==> src/sv/rmsdb_pkg.sv <==
// Package for the RMS level meter: widths, constants and sequencer states.
package rmsdb_pkg;

  localparam int SAMPLE_W = 12;
  localparam int SUM_W    = 31;
  localparam int CNT_W    = 8;
  localparam int LEVEL_W  = 16;
  localparam int SQ_W     = 24;          // largest square 4095^2 fits here
  localparam int LOG_FRAC = 24;
  localparam int LOG_INT_W = 5;          // integer part of log2, 0..30
  localparam int LOG_W    = LOG_INT_W + LOG_FRAC;
  localparam int BIT_CNT_W = 5;
  localparam int PROD_W   = 2 * SUM_W;
  localparam int ACC_W    = 64;
  localparam int KHALF_W  = 17;

  localparam logic [CNT_W-1:0]    MAX_WINDOW    = 8'd255;
  localparam logic [SAMPLE_W-1:0] OFFSET_RESET  = 12'd2048;
  localparam logic [LEVEL_W-1:0]  SILENT_LEVEL  = 16'hE000;   // -8192 in Q8
  localparam logic [LOG_INT_W-1:0] TOP_EXP      = 5'd30;

  // 10*log10(2) in Q32, applied as two 17-bit halves
  localparam logic [2*KHALF_W-1:0] DB_PER_OCTAVE_Q32 = 34'd12929139865;
  localparam logic [KHALF_W-1:0] DB_LO = DB_PER_OCTAVE_Q32[KHALF_W-1:0];
  localparam logic [KHALF_W-1:0] DB_HI = DB_PER_OCTAVE_Q32[2*KHALF_W-1:KHALF_W];
  localparam logic [ACC_W-1:0]   ROUND_Q48 = 64'h0000_8000_0000_0000;

  typedef enum logic [2:0] {
    ST_IDLE,
    ST_NORM,
    ST_SQUARE,
    ST_MUL_LO,
    ST_MUL_HI,
    ST_FINISH
  } state_t;

endpackage

==> src/sv/rmsdb_ifs.sv <==
// Channel interfaces of the RMS level meter: samples, results, offset register.
interface rmsdb_in_if;
  logic                               valid;
  logic                               ready;
  logic [rmsdb_pkg::SAMPLE_W-1:0]     sample;
  logic                               last;

  modport source (output valid, output sample, output last, input ready);
  modport sink   (input valid, input sample, input last, output ready);
endinterface

interface rmsdb_out_if;
  logic                               valid;
  logic                               ready;
  logic signed [rmsdb_pkg::LEVEL_W-1:0] level_db;
  logic                               silent;
  logic [rmsdb_pkg::CNT_W-1:0]        window_count;
  logic                               overrun;

  modport source (output valid, output level_db, output silent, output window_count,
                  output overrun, input ready);
  modport sink   (input valid, input level_db, input silent, input window_count,
                  input overrun, output ready);
endinterface

interface rmsdb_cfg_if;
  logic                               valid;
  logic                               ready;
  logic [rmsdb_pkg::SAMPLE_W-1:0]     sample_offset;

  modport source (output valid, output sample_offset, input ready);
  modport sink   (input valid, input sample_offset, output ready);
endinterface

==> src/sv/rms_level_to_decibels_unit.sv <==
// RMS level meter: sum of squares per window, level in dB (Q8) on the last sample.
//
//  channel   | dir | transaction
//  ----------+-----+--------------------------------------------------------
//  in_chan   | in  | sample (12b unsigned), last (window end marker)
//  out_chan  | out | level_db (16b signed Q8), silent, window_count, overrun
//  cfg_chan  | in  | sample_offset (12b), always ready
//
//  Samples not marked last stream back to back while the unit is idle. A last
//  sample with a nonzero sum runs two log2 evaluations (normalize shifts plus 24
//  squaring steps each) and two dB scale partial products on one shared 31x31
//  multiplier, a silent one goes straight to the final load. in_chan is low until
//  the load, stalled by a waiting result; shifts track sum and count leading zeros.
//  Reset (rst_n low, synchronous) sets the offset to midscale and clears the
//  sum, count and overrun flag; there is no clearing pass.
module rms_level_to_decibels_unit (
  input  logic          clk,
  input  logic          rst_n,
  rmsdb_in_if.sink      in_chan,
  rmsdb_out_if.source   out_chan,
  rmsdb_cfg_if.sink     cfg_chan
);

  rmsdb_pkg::state_t state_r, state_nxt;

  // configuration
  logic [rmsdb_pkg::SAMPLE_W-1:0] offset_r;

  // running window
  logic [rmsdb_pkg::SUM_W-1:0] sum_r;
  logic [rmsdb_pkg::CNT_W-1:0] cnt_r;
  logic                        drop_r;

  // window snapshot taken at the last sample
  logic [rmsdb_pkg::CNT_W-1:0] snap_cnt_r;
  logic                        snap_drop_r;
  logic                        snap_silent_r;

  // log unit
  logic [rmsdb_pkg::SUM_W-1:0]     m_r;
  logic [rmsdb_pkg::LOG_INT_W-1:0] p_r;
  logic [rmsdb_pkg::LOG_FRAC-1:0]  frac_r;
  logic [rmsdb_pkg::BIT_CNT_W-1:0] bit_cnt_r;
  logic                            phase_r;     // 0: log of sum, 1: log of count
  logic [rmsdb_pkg::LOG_W-1:0]     ls_r;
  logic [rmsdb_pkg::LOG_W-1:0]     mag_r;
  logic                            neg_r;
  logic [rmsdb_pkg::ACC_W-1:0]     acc_r;

  // output register
  logic                               out_valid_r;
  logic signed [rmsdb_pkg::LEVEL_W-1:0] out_level_r;
  logic                               out_silent_r;
  logic [rmsdb_pkg::CNT_W-1:0]        out_count_r;
  logic                               out_overrun_r;

  // handshake
  logic in_ready;
  logic in_fire;
  logic out_free;

  // accumulate path
  logic signed [rmsdb_pkg::SAMPLE_W:0]       diff;
  logic signed [2*rmsdb_pkg::SAMPLE_W+1:0]   sq_full;
  logic [rmsdb_pkg::SQ_W-1:0]                sq;
  logic [rmsdb_pkg::SUM_W:0]                 sum_add;
  logic                                      full;
  logic [rmsdb_pkg::SUM_W-1:0]               sum_new;
  logic [rmsdb_pkg::CNT_W-1:0]               cnt_new;
  logic                                      drop_new;

  // shared multiplier
  logic [rmsdb_pkg::SUM_W-1:0]  op_a, op_b;
  logic [rmsdb_pkg::PROD_W-1:0] prod;
  logic [rmsdb_pkg::SUM_W:0]    sq_step;
  logic [rmsdb_pkg::SUM_W-1:0]  m_step;
  logic                         bit_step;
  logic [rmsdb_pkg::LOG_FRAC-1:0] frac_step;
  logic [rmsdb_pkg::LOG_W-1:0]  lc_step;
  logic [rmsdb_pkg::LEVEL_W-1:0] r_mag;
  logic [rmsdb_pkg::LEVEL_W-1:0] level_calc;

  assign in_fire  = in_chan.valid && in_ready;
  assign out_free = !out_valid_r || out_chan.ready;

  // ---- per-sample accumulation: subtract offset, square, saturating add ----
  assign diff    = $signed({1'b0, in_chan.sample}) - $signed({1'b0, offset_r});
  assign sq_full = diff * diff;
  assign sq      = sq_full[rmsdb_pkg::SQ_W-1:0];
  assign sum_add = {1'b0, sum_r} + {{(rmsdb_pkg::SUM_W + 1 - rmsdb_pkg::SQ_W){1'b0}}, sq};
  assign full    = (cnt_r == rmsdb_pkg::MAX_WINDOW);

  always_comb begin
    if (full) begin
      sum_new  = sum_r;
      cnt_new  = cnt_r;
      drop_new = 1'b1;
    end else begin
      sum_new  = sum_add[rmsdb_pkg::SUM_W] ? {rmsdb_pkg::SUM_W{1'b1}}
                                           : sum_add[rmsdb_pkg::SUM_W-1:0];
      cnt_new  = cnt_r + 1'b1;
      drop_new = drop_r;
    end
  end

  // ---- shared multiplier: mantissa squaring or dB scale partial product ----
  always_comb begin
    case (state_r)
      rmsdb_pkg::ST_SQUARE: begin
        op_a = m_r;
        op_b = m_r;
      end
      rmsdb_pkg::ST_MUL_LO: begin
        op_a = {{(rmsdb_pkg::SUM_W - rmsdb_pkg::LOG_W){1'b0}}, mag_r};
        op_b = {{(rmsdb_pkg::SUM_W - rmsdb_pkg::KHALF_W){1'b0}}, rmsdb_pkg::DB_LO};
      end
      default: begin
        op_a = {{(rmsdb_pkg::SUM_W - rmsdb_pkg::LOG_W){1'b0}}, mag_r};
        op_b = {{(rmsdb_pkg::SUM_W - rmsdb_pkg::KHALF_W){1'b0}}, rmsdb_pkg::DB_HI};
      end
    endcase
  end

  assign prod = op_a * op_b;

  // one squaring step of the log2 fraction: m in [1,2) as Q30
  assign sq_step   = prod[rmsdb_pkg::PROD_W-1:rmsdb_pkg::SUM_W-1];
  assign bit_step  = sq_step[rmsdb_pkg::SUM_W];
  assign m_step    = bit_step ? sq_step[rmsdb_pkg::SUM_W:1] : sq_step[rmsdb_pkg::SUM_W-1:0];
  assign frac_step = {frac_r[rmsdb_pkg::LOG_FRAC-2:0], bit_step};
  assign lc_step   = {p_r, frac_step};

  assign r_mag      = acc_r[rmsdb_pkg::ACC_W-1:rmsdb_pkg::ACC_W-rmsdb_pkg::LEVEL_W];
  assign level_calc = snap_silent_r ? rmsdb_pkg::SILENT_LEVEL
                    : (neg_r ? (~r_mag + 1'b1) : r_mag);

  // ---- next state ----
  always_comb begin
    state_nxt = state_r;
    case (state_r)
      rmsdb_pkg::ST_IDLE: begin
        if (in_fire && in_chan.last) begin
          state_nxt = (sum_new == '0) ? rmsdb_pkg::ST_FINISH : rmsdb_pkg::ST_NORM;
        end
      end
      rmsdb_pkg::ST_NORM: begin
        if (m_r[rmsdb_pkg::SUM_W-1]) begin
          state_nxt = rmsdb_pkg::ST_SQUARE;
        end
      end
      rmsdb_pkg::ST_SQUARE: begin
        if (bit_cnt_r == '0) begin
          state_nxt = phase_r ? rmsdb_pkg::ST_MUL_LO : rmsdb_pkg::ST_NORM;
        end
      end
      rmsdb_pkg::ST_MUL_LO: state_nxt = rmsdb_pkg::ST_MUL_HI;
      rmsdb_pkg::ST_MUL_HI: state_nxt = rmsdb_pkg::ST_FINISH;
      rmsdb_pkg::ST_FINISH: begin
        if (out_free) begin
          state_nxt = rmsdb_pkg::ST_IDLE;
        end
      end
      default: state_nxt = rmsdb_pkg::ST_IDLE;
    endcase
  end

  // ---- handshake outputs ----
  always_comb begin
    case (state_r)
      rmsdb_pkg::ST_IDLE: in_ready = 1'b1;
      default:            in_ready = 1'b0;
    endcase
  end

  assign in_chan.ready         = in_ready;
  assign cfg_chan.ready        = 1'b1;
  assign out_chan.valid        = out_valid_r;
  assign out_chan.level_db     = out_level_r;
  assign out_chan.silent       = out_silent_r;
  assign out_chan.window_count = out_count_r;
  assign out_chan.overrun      = out_overrun_r;

  // ---- control registers ----
  always_ff @(posedge clk) begin
    if (!rst_n) begin
      state_r     <= rmsdb_pkg::ST_IDLE;
      offset_r    <= rmsdb_pkg::OFFSET_RESET;
      sum_r       <= '0;
      cnt_r       <= '0;
      drop_r      <= 1'b0;
      out_valid_r <= 1'b0;
    end else begin
      state_r <= state_nxt;
      if (cfg_chan.valid) begin
        offset_r <= cfg_chan.sample_offset;
      end
      if (in_fire) begin
        if (in_chan.last) begin
          sum_r  <= '0;
          cnt_r  <= '0;
          drop_r <= 1'b0;
        end else begin
          sum_r  <= sum_new;
          cnt_r  <= cnt_new;
          drop_r <= drop_new;
        end
      end
      if (state_r == rmsdb_pkg::ST_FINISH && out_free) begin
        out_valid_r <= 1'b1;
      end else if (out_chan.ready) begin
        out_valid_r <= 1'b0;
      end
    end
  end

  // ---- datapath registers ----
  always_ff @(posedge clk) begin
    case (state_r)
      rmsdb_pkg::ST_IDLE: begin
        if (in_fire && in_chan.last) begin
          snap_cnt_r    <= cnt_new;
          snap_drop_r   <= drop_new;
          snap_silent_r <= (sum_new == '0);
          m_r           <= sum_new;
          p_r           <= rmsdb_pkg::TOP_EXP;
          phase_r       <= 1'b0;
        end
      end
      rmsdb_pkg::ST_NORM: begin
        if (m_r[rmsdb_pkg::SUM_W-1]) begin
          bit_cnt_r <= rmsdb_pkg::BIT_CNT_W'(rmsdb_pkg::LOG_FRAC - 1);
          frac_r    <= '0;
        end else begin
          m_r <= {m_r[rmsdb_pkg::SUM_W-2:0], 1'b0};
          p_r <= p_r - 1'b1;
        end
      end
      rmsdb_pkg::ST_SQUARE: begin
        bit_cnt_r <= bit_cnt_r - 1'b1;
        frac_r    <= frac_step;
        if (bit_cnt_r != '0) begin
          m_r <= m_step;
        end else if (!phase_r) begin
          ls_r    <= lc_step;
          m_r     <= {{(rmsdb_pkg::SUM_W - rmsdb_pkg::CNT_W){1'b0}}, snap_cnt_r};
          p_r     <= rmsdb_pkg::TOP_EXP;
          phase_r <= 1'b1;
        end else begin
          neg_r <= (ls_r < lc_step);
          mag_r <= (ls_r < lc_step) ? (lc_step - ls_r) : (ls_r - lc_step);
        end
      end
      rmsdb_pkg::ST_MUL_LO: begin
        acc_r <= {{(rmsdb_pkg::ACC_W - rmsdb_pkg::PROD_W){1'b0}}, prod} + rmsdb_pkg::ROUND_Q48;
      end
      rmsdb_pkg::ST_MUL_HI: begin
        acc_r <= acc_r
               + ({{(rmsdb_pkg::ACC_W - rmsdb_pkg::PROD_W){1'b0}}, prod} << rmsdb_pkg::KHALF_W);
      end
      rmsdb_pkg::ST_FINISH: begin
        if (out_free) begin
          out_level_r   <= level_calc;
          out_silent_r  <= snap_silent_r;
          out_count_r   <= snap_cnt_r;
          out_overrun_r <= snap_drop_r;
        end
      end
      default: begin
      end
    endcase
  end

  // ---- assertions ----
  // a silent result always carries the floor level
  a_silent_level: assert property (@(posedge clk) disable iff (!rst_n)
    (out_valid_r && out_silent_r) |-> (out_level_r == rmsdb_pkg::SILENT_LEVEL))
    else $error("silent result without floor level");

  // dropped samples only happen on a full window
  a_overrun_full: assert property (@(posedge clk) disable iff (!rst_n)
    (out_valid_r && out_overrun_r) |-> (out_count_r == rmsdb_pkg::MAX_WINDOW))
    else $error("overrun with partial window");

  // squaring steps run on a normalized mantissa
  a_mant_norm: assert property (@(posedge clk) disable iff (!rst_n)
    (state_r == rmsdb_pkg::ST_SQUARE) |-> m_r[rmsdb_pkg::SUM_W-1])
    else $error("mantissa not normalized in squaring step");

  // a finished calculation lands in the output register
  a_finish_load: assert property (@(posedge clk) disable iff (!rst_n)
    (state_r == rmsdb_pkg::ST_FINISH && out_free) |=> out_valid_r)
    else $error("result not loaded after calculation");

  // a last sample always blocks intake for the next cycle
  a_last_busy: assert property (@(posedge clk) disable iff (!rst_n)
    (in_fire && in_chan.last) |=> !in_chan.ready)
    else $error("input ready right after window end");

endmodule
==> src/flat_wrapper.sv <==
// flat-port wrapper written by rule: the top's interface ports become plain ports
module rms_level_to_decibels_unit_flat 
  (clk, rst_n, in_chan_valid, in_chan_sample, in_chan_last, in_chan_ready, out_chan_valid, out_chan_level_db, out_chan_silent, out_chan_window_count, out_chan_overrun, out_chan_ready, cfg_chan_valid, cfg_chan_sample_offset, cfg_chan_ready);
  rmsdb_in_if in_chan_i ();
  rmsdb_out_if out_chan_i ();
  rmsdb_cfg_if cfg_chan_i ();
  input  logic clk;
  input  logic rst_n;
  input wire logic [$bits(in_chan_i.valid)-1:0] in_chan_valid;
  input wire logic [$bits(in_chan_i.sample)-1:0] in_chan_sample;
  input wire logic [$bits(in_chan_i.last)-1:0] in_chan_last;
  output wire logic [$bits(in_chan_i.ready)-1:0] in_chan_ready;
  output wire logic [$bits(out_chan_i.valid)-1:0] out_chan_valid;
  output wire logic [$bits(out_chan_i.level_db)-1:0] out_chan_level_db;
  output wire logic [$bits(out_chan_i.silent)-1:0] out_chan_silent;
  output wire logic [$bits(out_chan_i.window_count)-1:0] out_chan_window_count;
  output wire logic [$bits(out_chan_i.overrun)-1:0] out_chan_overrun;
  input wire logic [$bits(out_chan_i.ready)-1:0] out_chan_ready;
  input wire logic [$bits(cfg_chan_i.valid)-1:0] cfg_chan_valid;
  input wire logic [$bits(cfg_chan_i.sample_offset)-1:0] cfg_chan_sample_offset;
  output wire logic [$bits(cfg_chan_i.ready)-1:0] cfg_chan_ready;
  assign in_chan_i.valid = in_chan_valid;
  assign in_chan_i.sample = in_chan_sample;
  assign in_chan_i.last = in_chan_last;
  assign in_chan_ready = in_chan_i.ready;
  assign out_chan_valid = out_chan_i.valid;
  assign out_chan_level_db = out_chan_i.level_db;
  assign out_chan_silent = out_chan_i.silent;
  assign out_chan_window_count = out_chan_i.window_count;
  assign out_chan_overrun = out_chan_i.overrun;
  assign out_chan_i.ready = out_chan_ready;
  assign cfg_chan_i.valid = cfg_chan_valid;
  assign cfg_chan_i.sample_offset = cfg_chan_sample_offset;
  assign cfg_chan_ready = cfg_chan_i.ready;
  rms_level_to_decibels_unit u_core (.clk(clk), .rst_n(rst_n), .in_chan(in_chan_i), .out_chan(out_chan_i), .cfg_chan(cfg_chan_i));
endmodule
==> config.mk <==
export PLATFORM = sky130hd
export DESIGN_NAME = rms_level_to_decibels_unit_flat
export DESIGN_NICKNAME = d
export VERILOG_FILES = /design/src/sv/rmsdb_pkg.sv /design/src/sv/rmsdb_ifs.sv /design/src/sv/rms_level_to_decibels_unit.sv /design/src/flat_wrapper.sv
export SDC_FILE = /design/constraint.sdc
export NUM_CORES = 2
export LEC_CHECK = 0
export ABC_AREA = 1
export BUFFER_PORTS_ARGS = -buffer_cell sky130_fd_sc_hd__buf_4
export CORE_MARGIN = 2
export CORE_UTILIZATION = 55
export CTS_CLUSTER_DIAMETER = 200
export DETAILED_ROUTE_END_ITERATION = 12
export PLACE_DENSITY = 0.74
export SLEW_MARGIN = 40
export SYNTH_ARGS = -nofsm -noshare
export SYNTH_HDL_FRONTEND = slang
export SYNTH_SLANG_ARGS = --single-unit
==> constraint.sdc <==
create_clock -name clk -period 11.39 [get_ports clk]
set_clock_uncertainty 0.05 [all_clocks]
set_input_delay 2.278 -clock clk [delete_from_list [all_inputs] [get_ports clk]]
set_output_delay 2.278 -clock clk [all_outputs]
set_load 0.02 [all_outputs]
== Word level (Yosys, flattened, before mapping) ==
Cells that the tools add are included.
Operators by class
  add/sub/neg operators: 10
  multiply operators: 2
  div/mod/pow operators: 0
  $lt $le $gt $ge: 1
  eq/ne operators: 14
  shift operators: 0
  multiplexer cells: 40
  bitwise gates (word level): 3
  reduce and logical (&&, ||, !) cells: 24
Operators by type and width (count)
  $mux W31: 9
  $pmux W64 S2: 1
  $pmux W31 S3: 1
  $add A64 B64 Y64: 1
  $add A62 B48 Y63 const B: 1
  $mul A31 B31 Y62: 1
  $pmux W31 S2: 1
  $sub A29 B29 Y29: 2
  $pmux W23 S2: 1
  $add A31 B24 Y32: 1
  $logic_not A31 Y1: 1
  $lt A29 B29 Y1: 1
  $mux W29: 1
  $mux W5: 5
  $mul A13 B13 Y24: 1
  $mux W23: 1
  $pmux W3 S6: 1
  $add A16 B1 Y16 const B: 1
  $mux W16: 1
  $mux W8: 2
  $not A16 Y16: 1
  $mux W3: 5
  $pmux W5 S3: 1
  $sub A12 B12 Y13: 1
  26 further kinds: 52
Storage, ports and cells
  flip-flop bits (word level): 280
  latch bits: 0
  RAM bits: 0
  memory bits (read-only): 0
  bits of input ports: 30
  output and inout bits: 29
  word-level logic and storage cells: 117
  memories: 0

== Depth between registers and ports, before layout ==
  word-level depth: 9
  gate-level depth with buffers: 58
  gate-level depth less buffers: 58

== Worst setup path before layout ==
OpenSTA, ideal clock, no wires.
  path type: input port to flip-flop
  from: input port in_chan_sample[0]
  to: register u_core.state_r[2]
  setup time: 0.071 ns
  arrival: 10.906 ns
  required time: 11.269 ns
  slack: 0.364 ns
  stages: 53
  path buffers: 1
  path through: inv_1 > ha_1 > fa_1 > o21ai_1 > nand2_1 > nand2_1 > a21oi_1 > o21ai_0 > xor2_1 > inv_1 > nor2_1 > inv_1 > fa_1 > fa_1 > inv_1 > fa_1 > fa_1 > fa_1 > (+17 left out) > nand2_1 > inv_1 > nand2_1 > nand2_1 > a21oi_1 > nand3_2 > nand2_2 > buf_4 > nand3_1 > nand2_1 > nand2_1 > nor2_1 > nand2_1 > nor2_1 > nand3_1 > nand2_1 > nand2_1 > a21oi_1
Between the ends
  longest elaborated chain between the ends: 9
Ends and longest elaborated chain
  start, declared: RTL line flat_wrapper.sv:10  | input wire logic [$bits(in_chan_i.sample)-1:0] in_chan_sample;
  $sub A12 B12 Y13: RTL line rms_level_to_decibels_unit.sv:87  | assign diff = $signed({1'b0, in_chan.sample}) - $signed({1'b0, offset_r});
  $mul A13 B13 Y24: RTL line rms_level_to_decibels_unit.sv:88  | assign sq_full = diff * diff;
  $add A31 B24 Y32: RTL line rms_level_to_decibels_unit.sv:90  | assign sum_add = {1'b0, sum_r} + {{(rmsdb_pkg::SUM_W + 1 - rmsdb_pkg::SQ_W){1'b0}}, sq};
  $mux W31: RTL line rms_level_to_decibels_unit.sv:99  | sum_new = sum_add[rmsdb_pkg::SUM_W] ? {rmsdb_pkg::SUM_W{1'b1}}
  $mux W31: RTL line rms_level_to_decibels_unit.sv:94  | if (full) begin
  $logic_not A31 Y1: RTL line rms_level_to_decibels_unit.sv:143  | state_nxt = (sum_new == '0) ? rmsdb_pkg::ST_FINISH : rmsdb_pkg::ST_NORM;
  $mux W3: RTL line rms_level_to_decibels_unit.sv:143
  $mux W3: RTL line rms_level_to_decibels_unit.sv:142  | if (in_fire && in_chan.last) begin
  $pmux W3 S6: RTL line rms_level_to_decibels_unit.sv:140  | case (state_r)
  end signal, assigned: RTL line rms_level_to_decibels_unit.sv:186  | state_r <= rmsdb_pkg::ST_IDLE;
  end signal, assigned: RTL line rms_level_to_decibels_unit.sv:193  | state_r <= state_nxt;
  end, declared: RTL line rms_level_to_decibels_unit.sv:24  | rmsdb_pkg::state_t state_r, state_nxt;
No other way between the ends. The select of a mux whose other input is x is not followed.
A chain may end at the register's enable or synchronous reset.

== Worst setup path in the final report ==
  from: register u_core.state_r[1]
  to: register u_core.acc_r[61] (netlist name) (data pin)
Between the ends
  longest elaborated chain between the ends: 5
  elaborated cells on any way between the ends: 9
  those cells by class: 2 x add/sub; 1 x mul; 3 x eq/ne; 3 x mux
Ends and longest elaborated chain
  $eq A3 B2 Y1, on equally long branches: RTL line rms_level_to_decibels_unit.sv:108, rms_level_to_decibels_unit.sv:218
  $pmux W31 S2 / $mux W31 (equally long branches): RTL line rms_level_to_decibels_unit.sv:108  | case (state_r)
  $mul A31 B31 Y62: RTL line rms_level_to_decibels_unit.sv:124  | assign prod = op_a * op_b;
  $add A64 B64 Y64 / $add A62 B48 Y63 (equally long branches): RTL line rms_level_to_decibels_unit.sv:258, rms_level_to_decibels_unit.sv:254
  $pmux W64 S2 (*): RTL line rms_level_to_decibels_unit.sv:218  | case (state_r)
  end signal, assigned: RTL line rms_level_to_decibels_unit.sv:254  | acc_r <= {{(rmsdb_pkg::ACC_W - rmsdb_pkg::PROD_W){1'b0}}, prod} + rmsdb_pkg::ROUND_Q48;
  end signal, assigned: RTL line rms_level_to_decibels_unit.sv:257  | acc_r <= acc_r
  end, declared: RTL line rms_level_to_decibels_unit.sv:48  | logic [rmsdb_pkg::ACC_W-1:0] acc_r;
Mark *: on every way between the ends. The rest lies on a longest branch, timed or not.

==> results_dict.tcl <==
set metrics [dict create \
    result_of_the_run "finished, final reports clean" \
    holdCritStartpoint "u_core.offset_r[10]$_SDFFE_PN0P_" \
    grt_setup_unrepaired "false" \
    synth_top_area_cell "sky130_fd_sc_hd__fa_1" \
    gpl.final_weighted_congestion 1.079 \
    root_buffer "sky130_fd_sc_hd__clkbuf_16" \
    max_cap_viol_count 0 \
    die_height_microns 324.8 \
    synth-compound-area-share 0.08308 \
    number_of_stages_on_the_worst_hold_path 2 \
    crit_required_ns 11.67 \
    yosys-mux-area-fraction 0.001415 \
    worst_setup_path_start_kind "flop" \
    setup_total_negative_slack_ns 0 \
    post_route_cells_drive_above_1_share 0.07348 \
    drc 0 \
    end_kind "flop" \
    worstSetupPathType "flop to flop" \
    place_inst 8759 \
    finalHoldViolCount 0 \
    finalCriticalPeriod_ns 11.13 \
    grt.overflow.total 0 \
    drtPass1Iterations 8 \
    clk_latency_ns 0.58 \
    number_of_pins_with_negative_max_slew_slack_in_the_final_report 0 \
    synth-seq-cells 263 \
    placement.io_buffers 57 \
    finish.utilization 0.6012 \
    netlist_area_sq_um 56600 \
    floorplan.die_area_sq_um 105500 \
    critPathSlowestCell "sky130_fd_sc_hd__xnor2_1" \
    antenna_violating_nets_post_route 0 \
    cts_tree "done" \
    routed_via_density 5.668 \
    r2r.worst_path.cells 42 \
    final_cell_count_no_fill 8814 \
    cts_inserted_buffers 28 \
    synth-seq-area-share 0.1296 \
    global_route.usage.total 0.3773 \
    netlist.area_leader.share 0.3435 \
    ys.warnings.count 0 \
    detailed_place_hpwl_microns 163900 \
    finalNetCount 8887 \
    clock.fmax_ghz 0.08988 \
    timing.hold.ws_ns 0.4094 \
    path_common_cell "sky130_fd_sc_hd__inv_1" \
    initial_standard_cell_utilization_of_the_core 0.5555 \
    coreArea_sq_um 101900 \
    simple_logic_cell_fraction_of_the_synthesized_area 0.1829 \
    min-delay-path-class "flop to flop" \
    boundaryPins 59 \
    critical_path_peak_fanout 17 \
    number_of_standard_cells_after_synthesis 7239 \
    synth_top_family_by_area "adder cells" \
    std_cell_rows 117 \
    tightest_slew_ns 0.9827 \
    global_route_wire_length_before_repair_microns 302100 \
    post_detailed_routing_wire_length_microns 198200 \
    critPathArrivalTime_ns 11.41 \
    worst_hold_path.endpoint "u_core.offset_r[10]$_SDFFE_PN0P_" \
    synth_top_cells_by_area "sky130_fd_sc_hd__fa_1 (34%), sky130_fd_sc_hd__inv_1 (11%), sky130_fd_sc_hd__edfxtp_1 (11%)" \
    postSynthAreaPerCell_sq_um 7.818 \
    via_count 49960 \
    worstReg2RegStart "u_core.state_r[1]$_SDFFE_PN0P_" \
    timing.rr.end "u_core.acc_r[61]$_DFFE_PP_" \
    cp_slowest_stage_delay_ns 0.72 \
    maximum_number_of_pins_on_one_net_before_global_route_repair 66 \
    layout-area-overhead-vs-synth_pct 8.235 \
    htreeDepth 1 \
    chipWidth_microns 324.8 \
    final.period_utilization 0.9768 \
    synth-edff-count 207 \
    clock_path_buffers 3 \
    drt-wirelength-per-cell_microns 22.49 \
    grt_pass1_vias 50820 \
    count_of_different_cell_masters_after_synthesis 57 \
    cts.reportedPaths.clkPinSlew_ns 0.07 \
    setup_viol 0 \
    synthFlopType "sky130_fd_sc_hd__edfxtp_1" \
    xor_xnor_share_of_the_synthesized_area 0.02598 \
    asyncSetResetFlopFracSynth 0 \
    first_iter_violations 5257 \
    setup.reg_to_reg.worst_slack_ns 0.26 \
    synth-adder-area-share 0.4458 \
    clkSinkCount 263 \
    antenna_found_initial 5 \
    max-slew-margin-rel 0.3449 \
]
cell type report:
type                       instances  area, sq um
clock buffer                      30        729.5
clock inverter                    21        249.0
antenna                            2        5.005
inverter                        1765         6631
fill                            9337        40630
tap                             1368         1712
timing repair buffer             339         2633
multi-input combinational       5026        41960
sequential                       263         7337
worst max-delay path by stage:
stage	start	endpoint	slack, ns	depth (start not counted)
3_5_place_dp	in_chan_sample[0]	u_core.state_r[2]$_SDFFE_PN0P_	0.01	54
2_1_floorplan	in_chan_sample[0]	u_core.state_r[2]$_SDFFE_PN0P_	0.36	53
4_1_cts	u_core.state_r[1]$_SDFFE_PN0P_	u_core.acc_r[61]$_DFFE_PP_	0.36	40
3_3_place_gp	in_chan_sample[0]	u_core.state_r[2]$_SDFFE_PN0P_	0.1	54
6_report	u_core.state_r[1]$_SDFFE_PN0P_	u_core.acc_r[61]$_DFFE_PP_	0.26	42
5_1_grt	in_chan_sample[0]	u_core.state_r[2]$_SDFFE_PN0P_	0.02	55
flip-flops by register name (all words and copies together) (netlist names), 8 cells and up:
register and cells:
u_core.acc_r 47, u_core.offset_r 12, u_core.frac_r 23, u_core.out_chan.window_count 8
u_core.out_chan.level_db 16, u_core.sum_r 31, u_core.mag_r 29, u_core.cnt_r 8
u_core.snap_cnt_r 8, u_core.ls_r 29, u_core.m_r 31
Yosys cell counts, types with 21 or more instances:
cell type                  instances
sky130_fd_sc_hd__inv_1          1723
sky130_fd_sc_hd__nand2_1        1594
sky130_fd_sc_hd__fa_1            971
sky130_fd_sc_hd__nor2_1          602
sky130_fd_sc_hd__ha_1            463
sky130_fd_sc_hd__a21oi_1         408
sky130_fd_sc_hd__o21ai_0         252
sky130_fd_sc_hd__edfxtp_1        207
sky130_fd_sc_hd__nand3_1         169
sky130_fd_sc_hd__clkbuf_1        137
sky130_fd_sc_hd__xor2_1          109
sky130_fd_sc_hd__dfxtp_1          56
sky130_fd_sc_hd__xnor2_1          52
sky130_fd_sc_hd__nor3_1           51
sky130_fd_sc_hd__nand4_1          42
sky130_fd_sc_hd__o21ai_1          40
sky130_fd_sc_hd__o211ai_1         32
sky130_fd_sc_hd__inv_2            27
sky130_fd_sc_hd__or2_2            23
sky130_fd_sc_hd__nor2_2           22
sky130_fd_sc_hd__a21o_1           21
per-layer routing:
| layer | share of wire | track usage |
|---|---|---|
| met4 | 0.068 | 0.1952 |
| met1 | 0.37 | 0.4810 |
| met3 | 0.12 | 0.08940 |
| met5 | 0.00026 | 0 |
| met2 | 0.44 | 0.5999 |
repair_timing:
action | 4_1_cts | 5_1_grt
buffers inserted | 0 | 2
resized for setup | 0 | 17
hold buffers | 0 | 0
endpoints found under the setup margin | 0 | 36
cells in the final DEF (no fill, tap or decap), types with 48 or more instances in the layout:
cell type	netlist	routed
sky130_fd_sc_hd__nand3_1	169	168
sky130_fd_sc_hd__o21ai_0	252	249
sky130_fd_sc_hd__fa_1	971	971
sky130_fd_sc_hd__buf_4	4	332
sky130_fd_sc_hd__xnor2_1	52	52
sky130_fd_sc_hd__xor2_1	109	108
sky130_fd_sc_hd__a21oi_1	408	408
sky130_fd_sc_hd__ha_1	463	463
sky130_fd_sc_hd__nor3_1	51	48
sky130_fd_sc_hd__dfxtp_1	56	56
sky130_fd_sc_hd__nand2_1	1594	1590
sky130_fd_sc_hd__inv_1	1723	1722
sky130_fd_sc_hd__nor2_1	602	582
sky130_fd_sc_hd__edfxtp_1	207	207
critical path, delay by kind of cell (launching register included):
family,cells,cell delay (ns)
adder cells (fa/ha/maj),10,4.94
AND/OR/NAND/NOR,12,1.87
buffers and inverters,13,1.85
AO/OA/AOI/OAI,6,1.07
XOR/XNOR,1,0.72
flip-flops,1,0.35
metrics by stage:
stage | area [sq um] | setup slack, ns
after floorplan | 56600 | 0.3636
after global placement | 60190 | 0.09613
after detailed placement | 60200 | 0.01332
after CTS | 61180 | 0.3597
after global routing | 61250 | 0.01692
final | 61260 | 0.2637
cell families (layout without fill, tap and decap cells):
kind of cell,Yosys count,count (layout)
DFF,263,263
AOI/OAI and AO/OA,856,856
adders and majority gates,1434,1434
other,2,5
xor gates and xnor gates,164,164
and+or+nand+nor,2561,2561
buffers and inverters,1951,2155
muxes,8,8
Power is left out: the tool's default activity adds up to more than one toggle a clock period on the data nets, which glitch-free logic cannot reach.
